==> src/rtl/core/rgb_to_hsv_converter_macros.svh <==
// assertion helpers shared by the rtl
`ifndef RGB_TO_HSV_CONVERTER_MACROS_SVH
`define RGB_TO_HSV_CONVERTER_MACROS_SVH

`ifndef SYNTHESIS
`define RHC_ASSERT(lbl, clk, rstn, prop, msg) \
    lbl: assert property (@(posedge clk) disable iff (!rstn) prop) else $error(msg);
`define RHC_ASSERT_NEVER(lbl, clk, rstn, expr, msg) \
    lbl: assert property (@(posedge clk) disable iff (!rstn) !(expr)) else $error(msg);
`else
`define RHC_ASSERT(lbl, clk, rstn, prop, msg)
`define RHC_ASSERT_NEVER(lbl, clk, rstn, expr, msg)
`endif

`endif

==> src/rtl/core/rhc_pkg.sv <==
package rhc_pkg;

    localparam int COMP_W = 8;
    localparam int HUE_W = 15;
    // sextant numerator is below 6 * 256
    localparam int NUM_W = 11;

    localparam int HUE_DEG = 60;
    localparam int SAT_SCALE = 255;
    localparam int TURN_DEG = 360;
    localparam int SEXT_GREEN = 2;
    localparam int SEXT_BLUE = 4;
    localparam int SEXT_TURN = 6;

    typedef logic [COMP_W-1:0] comp_t;

    typedef struct packed {
        logic  grey;
        comp_t mx;
        comp_t alpha;
    } side_t;

endpackage

==> src/rtl/core/rhc_div_pipe.sv <==
module rhc_div_pipe #(
    parameter int STEP = 4,
    parameter int STAGES = 4
) (
    input  logic                                      aclk,
    input  logic [STAGES-1:0]                         stage_en,
    input  logic [rhc_pkg::COMP_W+STEP*STAGES-1:0]    dividend,
    input  logic [rhc_pkg::COMP_W-1:0]                divisor,
    output logic [STEP*STAGES-1:0]                    quotient
);

    localparam int QPW = STEP * STAGES;
    localparam int DW = rhc_pkg::COMP_W;

    // partial state between stages; the last stage keeps only the quotient
    logic [DW-1:0]  rem_reg [STAGES-1];
    logic [QPW-1:0] dvd_reg [STAGES-1];
    logic [QPW-1:0] quo_reg [STAGES];
    logic [DW-1:0]  dsr_reg [STAGES-1];

    for (genvar s = 0; s < STAGES; s++) begin : g_stage
        logic [DW-1:0]  rem_in;
        logic [QPW-1:0] dvd_in;
        logic [QPW-1:0] quo_in;
        logic [DW-1:0]  dsr_in;
        logic [DW-1:0]  rem_next;
        logic [QPW-1:0] dvd_next;
        logic [QPW-1:0] quo_next;
        logic [DW:0]    trial;

        if (s == 0) begin : g_first
            // dividend is known to give a quotient below 2^QPW, so this is below divisor
            assign rem_in = dividend[DW+QPW-1:QPW];
            assign dvd_in = dividend[QPW-1:0];
            assign quo_in = '0;
            assign dsr_in = divisor;
        end else begin : g_next
            assign rem_in = rem_reg[s-1];
            assign dvd_in = dvd_reg[s-1];
            assign quo_in = quo_reg[s-1];
            assign dsr_in = dsr_reg[s-1];
        end

        // restoring division, STEP quotient bits per stage
        always_comb begin
            rem_next = rem_in;
            dvd_next = dvd_in;
            quo_next = quo_in;
            trial = '0;
            for (int k = 0; k < STEP; k++) begin
                trial = {rem_next, dvd_next[QPW-1]};
                dvd_next = {dvd_next[QPW-2:0], 1'b0};
                if (trial >= {1'b0, dsr_in}) begin
                    rem_next = DW'(trial - {1'b0, dsr_in});
                    quo_next = {quo_next[QPW-2:0], 1'b1};
                end else begin
                    rem_next = trial[DW-1:0];
                    quo_next = {quo_next[QPW-2:0], 1'b0};
                end
            end
        end

        always_ff @(posedge aclk) begin
            if (stage_en[s]) begin
                quo_reg[s] <= quo_next;
            end
        end

        if (s < STAGES - 1) begin : g_carry
            always_ff @(posedge aclk) begin
                if (stage_en[s]) begin
                    rem_reg[s] <= rem_next;
                    dvd_reg[s] <= dvd_next;
                    dsr_reg[s] <= dsr_in;
                end
            end
        end
    end

    assign quotient = quo_reg[STAGES-1];

endmodule

==> src/rtl/core/rgb_to_hsv_converter.sv <==
// RGB to HSV converter: one 8-bit RGBA pixel in, hue / saturation / value / alpha out.
// Hue comes in 2^-HUE_FRAC_BITS degree units (floored, 0 up to just under 360 degrees,
// low 15 bits kept), saturation is floor(255*delta/max), brightness is max, and alpha is
// passed through. Grey pixels give hue 0 and black pixels give saturation 0. The block
// takes one pixel every clock unless back-pressure has filled the pipe. Its stages are
// min/max, scaling, the pipelined restoring divider that resolves up to four hue quotient
// bits per stage with saturation divided alongside in the same stages, and the output.
// Back-pressure on m_ready stalls the pipe without losing words, and bubbles are squeezed out.
`include "rgb_to_hsv_converter_macros.svh"

module rgb_to_hsv_converter #(
    parameter int HUE_FRAC_BITS = 6
) (
    input  logic                         aclk,
    input  logic                         aresetn,
    input  logic                         s_valid,
    output logic                         s_ready,
    input  logic [rhc_pkg::COMP_W-1:0]   s_red,
    input  logic [rhc_pkg::COMP_W-1:0]   s_green,
    input  logic [rhc_pkg::COMP_W-1:0]   s_blue,
    input  logic [rhc_pkg::COMP_W-1:0]   s_alpha_in,
    output logic                         m_valid,
    input  logic                         m_ready,
    output logic [rhc_pkg::HUE_W-1:0]    m_hue,
    output logic [rhc_pkg::COMP_W-1:0]   m_saturation,
    output logic [rhc_pkg::COMP_W-1:0]   m_brightness,
    output logic [rhc_pkg::COMP_W-1:0]   m_alpha_out
);

    localparam int CW = rhc_pkg::COMP_W;
    localparam int NW = rhc_pkg::NUM_W;
    localparam int HUE_QW = 9 + HUE_FRAC_BITS;
    localparam int DIV_STAGES = (HUE_QW + 3) / 4;
    localparam int HUE_STEP = (HUE_QW + DIV_STAGES - 1) / DIV_STAGES;
    localparam int HUE_QPW = HUE_STEP * DIV_STAGES;
    localparam int SAT_STEP = (CW + DIV_STAGES - 1) / DIV_STAGES;
    localparam int SAT_QPW = SAT_STEP * DIV_STAGES;
    localparam int HUE_DVD_W = CW + HUE_QPW;
    localparam int SAT_DVD_W = CW + SAT_QPW;
    localparam int NUM60_W = NW + 6;
    localparam int HUE_TURN = rhc_pkg::TURN_DEG * (2 ** HUE_FRAC_BITS);
    localparam int HUE_EXT_W = (HUE_QPW > rhc_pkg::HUE_W) ? HUE_QPW : rhc_pkg::HUE_W;
    // min/max, scale, divider stages, output
    localparam int NSTG = DIV_STAGES + 3;

    logic [NSTG-1:0] valid_reg;
    logic [NSTG:0]   rdy;
    logic [NSTG-1:0] vin;

    always_comb begin
        rdy[NSTG] = m_ready;
        for (int i = NSTG - 1; i >= 0; i--) begin
            rdy[i] = !valid_reg[i] || rdy[i+1];
        end
    end

    assign vin = {valid_reg[NSTG-2:0], s_valid};
    assign s_ready = rdy[0];
    assign m_valid = valid_reg[NSTG-1];

    always_ff @(posedge aclk) begin
        if (!aresetn) begin
            valid_reg <= '0;
        end else begin
            for (int i = 0; i < NSTG; i++) begin
                if (rdy[i]) begin
                    valid_reg[i] <= vin[i];
                end
            end
        end
    end

    // stage 0: max, min, delta and sextant numerator
    rhc_pkg::comp_t mx_next;
    rhc_pkg::comp_t mn_next;
    rhc_pkg::comp_t delta_next;
    logic [NW-1:0]  num_next;
    logic           red_max;
    logic           green_max;

    always_comb begin
        red_max = (s_red >= s_green) && (s_red >= s_blue);
        green_max = !red_max && (s_green >= s_blue);
        mx_next = s_red;
        if (s_green > mx_next) mx_next = s_green;
        if (s_blue > mx_next) mx_next = s_blue;
        mn_next = s_red;
        if (s_green < mn_next) mn_next = s_green;
        if (s_blue < mn_next) mn_next = s_blue;
        delta_next = mx_next - mn_next;
        if (red_max) begin
            if (s_green >= s_blue) begin
                num_next = NW'(s_green) - NW'(s_blue);
            end else begin
                // negative red sextant wraps by a full turn
                num_next = NW'(NW'(delta_next) * NW'(rhc_pkg::SEXT_TURN))
                           - (NW'(s_blue) - NW'(s_green));
            end
        end else if (green_max) begin
            num_next = NW'(NW'(delta_next) * NW'(rhc_pkg::SEXT_GREEN))
                       + NW'(s_blue) - NW'(s_red);
        end else begin
            num_next = NW'(NW'(delta_next) * NW'(rhc_pkg::SEXT_BLUE))
                       + NW'(s_red) - NW'(s_green);
        end
    end

    rhc_pkg::side_t side_reg [NSTG-1];
    rhc_pkg::comp_t s0_delta_reg;
    logic [NW-1:0]  s0_num_reg;

    always_ff @(posedge aclk) begin
        if (rdy[0]) begin
            s0_delta_reg <= delta_next;
            s0_num_reg <= num_next;
            side_reg[0] <= '{grey: (delta_next == '0), mx: mx_next, alpha: s_alpha_in};
        end
    end

    for (genvar i = 1; i < NSTG - 1; i++) begin : g_side
        always_ff @(posedge aclk) begin
            if (rdy[i]) begin
                side_reg[i] <= side_reg[i-1];
            end
        end
    end

    // stage 1: scale the dividends
    logic [NUM60_W-1:0]   num60;
    logic [HUE_DVD_W-1:0] hue_dvd_next;
    logic [SAT_DVD_W-1:0] sat_dvd_next;
    logic [HUE_DVD_W-1:0] hue_dvd_reg;
    logic [SAT_DVD_W-1:0] sat_dvd_reg;
    rhc_pkg::comp_t       s1_delta_reg;

    always_comb begin
        num60 = NUM60_W'(s0_num_reg) * NUM60_W'(rhc_pkg::HUE_DEG);
        hue_dvd_next = HUE_DVD_W'(num60) << HUE_FRAC_BITS;
        sat_dvd_next = SAT_DVD_W'(16'(s0_delta_reg) * 16'(rhc_pkg::SAT_SCALE));
    end

    always_ff @(posedge aclk) begin
        if (rdy[1]) begin
            hue_dvd_reg <= hue_dvd_next;
            sat_dvd_reg <= sat_dvd_next;
            s1_delta_reg <= s0_delta_reg;
        end
    end

    // divider stages
    logic [HUE_QPW-1:0] hue_quo;
    logic [SAT_QPW-1:0] sat_quo;

    rhc_div_pipe #(
        .STEP   (HUE_STEP),
        .STAGES (DIV_STAGES)
    ) u_hue_div (
        .aclk     (aclk),
        .stage_en (rdy[2 +: DIV_STAGES]),
        .dividend (hue_dvd_reg),
        .divisor  (s1_delta_reg),
        .quotient (hue_quo)
    );

    rhc_div_pipe #(
        .STEP   (SAT_STEP),
        .STAGES (DIV_STAGES)
    ) u_sat_div (
        .aclk     (aclk),
        .stage_en (rdy[2 +: DIV_STAGES]),
        .dividend (sat_dvd_reg),
        .divisor  (side_reg[1].mx),
        .quotient (sat_quo)
    );

    // output stage: wrap, clip to field width, zero the grey case
    rhc_pkg::side_t               side_last;
    logic [HUE_QPW-1:0]           hue_wrap;
    logic [HUE_EXT_W-1:0]         hue_ext;
    logic [rhc_pkg::HUE_W-1:0]    hue_next;
    rhc_pkg::comp_t               sat_next;
    logic [rhc_pkg::HUE_W-1:0]    hue_reg;
    rhc_pkg::comp_t               sat_reg;
    rhc_pkg::comp_t               bright_reg;
    rhc_pkg::comp_t               alpha_reg;

    assign side_last = side_reg[NSTG-2];

    always_comb begin
        hue_wrap = hue_quo;
        if (hue_quo >= HUE_QPW'(HUE_TURN)) begin
            hue_wrap = hue_quo - HUE_QPW'(HUE_TURN);
        end
        hue_ext = HUE_EXT_W'(hue_wrap);
        hue_next = side_last.grey ? '0 : hue_ext[rhc_pkg::HUE_W-1:0];
        sat_next = side_last.grey ? '0 : sat_quo[CW-1:0];
    end

    always_ff @(posedge aclk) begin
        if (rdy[NSTG-1]) begin
            hue_reg <= hue_next;
            sat_reg <= sat_next;
            bright_reg <= side_last.mx;
            alpha_reg <= side_last.alpha;
        end
    end

    assign m_hue = hue_reg;
    assign m_saturation = sat_reg;
    assign m_brightness = bright_reg;
    assign m_alpha_out = alpha_reg;

    `RHC_ASSERT(a_occupancy, aclk, aresetn, 1'b1 |=> $countones(valid_reg) == $past($countones(valid_reg)) + int'($past(s_valid && s_ready)) - int'($past(m_valid && m_ready)), "pipe occupancy does not match accepted and delivered words")
    `RHC_ASSERT(a_stall_full, aclk, aresetn, !s_ready |-> (&valid_reg) && !m_ready, "input stalled while the pipe has a bubble")
    `RHC_ASSERT_NEVER(a_hue_no_sat, aclk, aresetn, m_valid && m_saturation == '0 && m_hue != '0, "nonzero hue on a grey or black word")

endmodule

==> config.mk <==
export PLATFORM = sky130hd
export DESIGN_NAME = rgb_to_hsv_converter
export DESIGN_NICKNAME = d
export VERILOG_FILES = /design/src/rtl/core/rhc_pkg.sv /design/src/rtl/core/rhc_div_pipe.sv /design/src/rtl/core/rgb_to_hsv_converter.sv
export VERILOG_INCLUDE_DIRS = /design/src /design/src/rtl/core
export SDC_FILE = /design/constraint.sdc
export NUM_CORES = 1
export LEC_CHECK = 0
export BUFFER_PORTS_ARGS = -buffer_cell sky130_fd_sc_hd__buf_2
export CORE_MARGIN = 1
export CORE_UTILIZATION = 50
export DETAILED_ROUTE_END_ITERATION = 8
export GPL_TIMING_DRIVEN = 0
export HOLD_SLACK_MARGIN = 0.08
export PLACE_DENSITY = 0.66
export SLEW_MARGIN = 10
export SYNTH_ARGS = -nofsm -noshare
export SYNTH_HDL_FRONTEND = slang
export SYNTH_HIERARCHICAL = 1
export SYNTH_SLANG_ARGS = --single-unit
export TNS_END_PERCENT = 30
==> constraint.sdc <==
create_clock -name aclk -period 24.2 [get_ports aclk]
set_input_delay 3.63 -clock aclk [delete_from_list [all_inputs] [get_ports aclk]]
set_output_delay 3.63 -clock aclk [all_outputs]
set_load 0.02 [all_outputs]
## Word-level counts from Yosys, hierarchy flattened

Memory sizes are Yosys's and may differ from the RTL's. A register that Yosys moved wholly into a read port is not among the register bits.
Index checks and enable logic that the tools add are counted.

| storage, ports and cells | value |
|---|---|
| register bits after elaboration | 96 |
| bits in writable memories | 348 |
| bits of input ports | 36 |
| output and inout bits | 41 |
| word-level logic and storage cells | 174 |
| memories | 9 |

| operators by class | value |
|---|---|
| add/sub/neg operators | 31 |
| $mul | 3 |
| $lt $le $gt $ge | 32 |
| multiplexer cells | 66 |
| reduce and logical (&&, ||, !) cells | 18 |

Memories:

| name | words | bits a word | read ports | clocked after memory_dff | write ports | RTL line | source |
|---|---|---|---|---|---|---|---|
| side_reg | 6 | 17 | 6 | 0 | 6 | rgb_to_hsv_converter.sv:108 | `rhc_pkg::side_t side_reg [NSTG-1];` |
| u_hue_div.quo_reg | 4 | 16 | 4 | 0 | 4 | rhc_div_pipe.sv:18 | `logic [QPW-1:0] quo_reg [STAGES];` |
| u_hue_div.dvd_reg | 3 | 12 | 3 | 0 | 3 | rhc_div_pipe.sv:17 | `logic [QPW-1:0] dvd_reg [STAGES-1];` |
| u_sat_div.quo_reg | 4 | 8 | 4 | 1 | 4 | rhc_div_pipe.sv:18 |  |
| u_hue_div.dsr_reg | 3 | 8 | 3 | 0 | 3 | rhc_div_pipe.sv:19 | `logic [DW-1:0] dsr_reg [STAGES-1];` |
| u_hue_div.rem_reg | 3 | 8 | 3 | 0 | 3 | rhc_div_pipe.sv:16 | `logic [DW-1:0] rem_reg [STAGES-1];` |
| +3 memories | n/a | n/a | n/a | n/a | n/a | n/a |  |

Operators with widths:

| operator | number |
|---|---|
| 2-to-1 mux 8 bit | 26 |
| >= comparator 9 x 8 -> 1 bit | 23 |
| subtractor 8 bit | 23 |
| 2-to-1 mux 1 bit | 36 |
| 2-to-1 mux 11 bit | 3 |
| >= comparator 8 bit | 4 |
| subtractor 8 x 8 -> 9 bit | 2 |
| >= comparator 16 x 15 -> 1 bit (second input constant) | 1 |
| greater-than comparator 8 bit | 2 |
| < comparator 8 bit | 2 |
| multiplier 8 x 8 -> 16 bit (second input constant) | 1 |
| multiplier 11 x 4 -> 15 bit (second input constant) | 1 |
| 2-to-1 mux 15 bit | 1 |
| subtractor 15 bit (second input constant) | 1 |
| adder 10 x 8 -> 11 bit | 1 |
| subtractor 10 x 8 -> 11 bit | 1 |
| subtractor 11 bit | 1 |
| subtractor 11 x 8 -> 11 bit | 1 |
| adder 9 x 8 -> 10 bit | 1 |
| multiplier 8 x 2 -> 10 bit (second input constant) | 1 |
| logical NOT 1 bit | 8 |
| logical NOT 8 bit | 1 |
| logical OR 1 bit | 7 |
| logical AND 1 bit | 2 |

## Depth between registers and ports, before layout

| logic depth | value |
|---|---|
| word-level depth | 10 |
| depth in mapped cells | 40 |
| mapped depth without buffers | 38 |

## By module

The synthesis kept the hierarchy.

Modules (own cells, without submodules):

| module | instances | cells an instance | area each (um^2) | sequential area each (um^2) |
|---|---|---|---|---|
| rgb_to_hsv_converter | 1 | 1083 | 13155.1 | 6085.8 |
| rhc_div_pipe at u_hue_div | 1 | 950 | 9839.4 | 3363.2 |
| rhc_div_pipe at u_sat_div | 1 | 512 | 5744.3 | 2402.3 |

## Worst setup path after synthesis

OpenSTA, ideal clock, no wires.

| timing | value |
|---|---|
| kind | input port to flip-flop |
| start point | in s_red[2] (netlist name) |
| end point | reg s0_num_reg[10], data pin |
| library setup time | 0.281 ns |
| arrival time | 10.294 ns |
| required time | 23.919 ns |
| path slack | 13.625 ns |
| cell stages on the path | 34 |
| path buffers | 2 |
| cell sequence | inv_1 > ha_1 > o21a_1 > o31ai_2 > a21oi_1 > nand2b_1 > o21a_1 > buf_2 > mux2i_1 > ha_1 > nor2b_1 > o21a_1 > o211ai_1 > a31oi_1 > o31ai_4 > clkbuf_1 > a21oi_1 > ha_1 > a21oi_1 > xnor2_1 > ha_1 > a21o_1 > a21oi_1 > nor2_1 > a221oi_2 > xor2_1 > ha_1 > a21oi_1 > o21ai_0 > a21o_1 > a21oi_1 > xor2_1 > xnor2_1 > o221ai_1 |

| on the way | value |
|---|---|
| cells in the longest elaborated chain, start to end | 9 |
| elaborated cells between the ends (all ways) | 23 |
| those cells by class | add/sub: 6; mul: 1; order compare: 6; mux: 7; reduce/logical: 3 |

Ends and longest elaborated chain:

| what | RTL line | source |
|---|---|---|
| start: declaration | rgb_to_hsv_converter.sv:18 | `input logic [rhc_pkg::COMP_W-1:0] s_red,` |
| greater-than comparator 8 bit | rgb_to_hsv_converter.sv:85 | `if (s_green > mx_next) mx_next = s_green;` |
| 2-to-1 mux 8 bit (*) | rgb_to_hsv_converter.sv:85 |  |
| greater-than comparator 8 bit | rgb_to_hsv_converter.sv:86 | `if (s_blue > mx_next) mx_next = s_blue;` |
| 2-to-1 mux 8 bit (*) | rgb_to_hsv_converter.sv:86 |  |
| net mx_next[2] | rgb_to_hsv_converter.sv:74 | `rhc_pkg::comp_t mx_next;` |
| subtractor 8 bit (*) | rgb_to_hsv_converter.sv:90 | `delta_next = mx_next - mn_next;` |
| net delta_next[3] | rgb_to_hsv_converter.sv:76 | `rhc_pkg::comp_t delta_next;` |
| multiplier 8 x 2 -> 10 bit, or another cell as far along | rgb_to_hsv_converter.sv:96 | `num_next = NW'(NW'(delta_next) * NW'(rhc_pkg::SEXT_TURN))` |
| subtractor 11 bit, or another cell as far along | rgb_to_hsv_converter.sv:97 | `- (NW'(s_blue) - NW'(s_green));` |
| 2-to-1 mux 11 bit, on equally long branches | rgb_to_hsv_converter.sv:92, rgb_to_hsv_converter.sv:99 |  |
| 2-to-1 mux 11 bit (*) | rgb_to_hsv_converter.sv:91 | `if (red_max) begin` |
| net num_next[10] | rgb_to_hsv_converter.sv:77 | `logic [NW-1:0] num_next;` |
| end signal: assignment | rgb_to_hsv_converter.sv:115 | `s0_num_reg <= num_next;` |
| end: declaration | rgb_to_hsv_converter.sv:110 | `logic [NW-1:0] s0_num_reg;` |

Mark *: on every way through the listed nets, which the timed path passes. The rest lies on a longest branch.
A chain may end at the register's enable or synchronous reset.

## Worst setup path after layout

| timing | value |
|---|---|
| start point | in s_red[3] (netlist name) |
| end point | reg s0_num_reg[10], data pin |

Same word-level chain as after synthesis.

==> run metrics <==
outcome=completed; worst hold-check path type=flip-flop to flip-flop; # H-tree levels=2; Routed wire per std cell=17.2 um; CP Max Fanout=11; Reg clk slew, reported paths=0.06 ns; count of yosys warnings during synthesis=6; Largest register FFs=102; Final Skew=0.0337 ns; share of cells above drive strength 1=11.7%; Die Height=242 um; crit-path leading delay family=compound AO/OA/AOI/OAI gates; worst path required time=24.45 ns; data arrival time of the critical path=12.29 ns; DR iter-0 viols=828; total routing usage reported by global routing=20.6%; count of final setup violators=0; full die area=58400 um2; post-CTS setup buffer count=0; Post-synth EDFFs=390; Netlist cell types=93; antenna violation net count after detailed routing=0; # clock sinks=397; routability congestion estimate=0.906; WP buf/inv=4; hold_ws=0.389 ns; first-pass GRT wire length=98200 um; first-pass iteration count of the detailed router=5; RR Startpoint=u_hue_div/dsr_reg[0][9]; vias in the first global route=19800; clk_lat worst skew=0.58 ns; Seq cells post-synth=397; Hold Crit Start=u_sat_div/quo_reg[1][2]; core area=56600 um2; Die W=242 um; CTS max path bufs=3; relative slew slack=13.7%; synthesized cell area=28700 um2; register area share after synthesis=41.2%; n_diodes=0; total CTS buffers=44; DP HPWL=47400 um; max cap viols=0; DR vias=19300; Worst setup SP type=primary input; number of remaining DRC errors=0; Final Hold Viols=0; synth top area cells=edfxtp_1 (41%), ha_1 (15%), fa_1 (6.3%), inv_1 (3.8%), mux2_2 (3.6%); num rows=87; GR Overflow Total=0; Post-Place Worst Slack=11.77 ns; share of the synthesized area in the top cell type=40.8%; Synth area leader=edfxtp_1; NumNets Final=3158; root buffer selected by CTS=clkbuf_16; IO Pins=77; Worst Setup SP=s_red[3]; DP Area=30300 um2; setup ws final=12.17 ns; largest net degree at the start of global routing=41; Initial Util=50.8%; Synth Flop Type=edfxtp_1; final instance area=31700 um2; Fill cells=4720; Hold-fix buffers, CTS=0; Final Cycle Share=49.7%; Final Slew Violations=0; Cells after Synth=2545; area growth from synthesis to layout=10.2%; Port Buffers=76; total wire length=59600 um; Vias/cell=5.54; initial antenna violation count=0; RSZ-0062 raised after global routing=no; CTS tree=built; Post-synth ARST share=0%; fmax=83.1 MHz; Critical Path End Type=flip-flop; Final Critical Period=12.03 ns; critical path's slowest cell=xnor2_1; Setup CP Type=primary input to flip-flop; CTS resizes=0; Critical Path Max Stage Delay=0.99 ns; synthesized area per cell=11.3 um2; actual slew at the worst max-slew pin=1.29 ns; setup_tns=0 ns
Yosys cell counts (8+ instances only):
| cell type | count |
|---|---|
| edfxtp_1 | 390 |
| ha_1 | 349 |
| inv_1 | 291 |
| a21oi_1 | 169 |
| nor2_1 | 148 |
| o21ai_0 | 119 |
| nand2_1 | 111 |
| xnor2_1 | 111 |
| fa_1 | 91 |
| mux2_2 | 91 |
| nor2b_1 | 73 |
| a21o_1 | 67 |
| xor2_1 | 48 |
| mux2i_1 | 35 |
| nand4_1 | 33 |
| o21a_1 | 33 |
| nor3_1 | 27 |
| o21bai_1 | 27 |
| nand3_1 | 26 |
| nand2b_1 | 23 |
| clkbuf_1 | 17 |
| o211ai_1 | 16 |
| a211oi_1 | 15 |
| or2_2 | 13 |
| a21boi_0 | 11 |
| and3_1 | 10 |
| or3_1 | 10 |
| mux2_1 | 9 |
| o31a_1 | 9 |
| a211o_1 | 8 |
| a31oi_1 | 8 |
| and2_1 | 8 |
| mux2_4 | 8 |
| o21ai_1 | 8 |
through the flow:
step	cells	utilization (%)
floorplan	2553	-
global placement	3385	53.2
detailed placement	3392	53.5
CTS	3474	55.9
global route	3474	55.9
finish	3474	55.9
routing by layer:
metal  vias to the layer above  global-route usage, %  part of all wire (%)
li1                       9498                      -                     -
met1                      9276                   26.0                    45
met2                       351                   35.8                    48
met3                       127                   2.46                   3.3
met4                         0                   8.30                   3.6
met5                         -                      0                     0
cells by family (layout without fill, tap and decap cells):
group / after synthesis / in the layout / share of synthesized area (%)
compound gates: 568 / 568 / 13.4
xor+xnor: 162 / 162 / 5.04
fa+ha+maj: 440 / 440 / 21.5
buf+inv: 317 / 482 / 4.23
flops: 397 / 397 / 41.2
mux: 143 / 143 / 5.56
other cells: 1 / 9 / 0.0130
simple gates: 517 / 517 / 8.98
cells in the final DEF, fill, tap and decap left out, types with 10 or more instances in the layout:
| cell | n |
|---|---|
| nand4_1 | 33 |
| xnor2_1 | 111 |
| ha_1 | 349 |
| nand2b_1 | 23 |
| or3_1 | 10 |
| edfxtp_1 | 390 |
| a211oi_1 | 15 |
| a21oi_1 | 169 |
| nor2b_1 | 73 |
| or2_2 | 13 |
| clkbuf_1 | 25 |
| inv_1 | 287 |
| fa_1 | 91 |
| and3_1 | 10 |
| o211ai_1 | 16 |
| a21o_1 | 67 |
| mux2i_1 | 35 |
| nor2_1 | 148 |
| nand3_1 | 26 |
| nor3_1 | 27 |
| clkbuf_16 | 45 |
| a21boi_0 | 11 |
| xor2_1 | 48 |
| o21ai_0 | 119 |
| o21a_1 | 33 |
| mux2_2 | 91 |
| nand2_1 | 108 |
| buf_2 | 82 |
| o21bai_1 | 27 |
layout make-up:
| type | instances | area, um2 | area share, % |
|---|---|---|---|
| Multi-Input combinational cell | 1839 | 15700 | 49.6 |
| Sequential cell | 397 | 11900 | 37.4 |
| Clock buffer | 56 | 1200 | 3.78 |
| Inverter | 292 | 1100 | 3.49 |
| Tap cell | 756 | 946 | 2.99 |
| Timing Repair Buffer | 83 | 528 | 1.67 |
| Clock inverter | 26 | 203 | 0.640 |
| Buffer | 25 | 116 | 0.368 |
final timing paths:
| path | endpoint | slack (ns) | depth (start not counted) |
|---|---|---|---|
| worst max-delay path | s0_num_reg[10] | 12.17 | 30 |
| worst min-delay path | u_sat_div/quo_reg[2][4] | 0.39 | 0 |
| worst max register to register | u_hue_div/rem_reg[0][20] | 13.94 | 39 |
| worst min register to register | u_sat_div/quo_reg[2][4] | 0.39 | 0 |
Power is left out: the tool's default activity adds up to more than one toggle a clock period on the data nets, which glitch-free logic cannot reach.
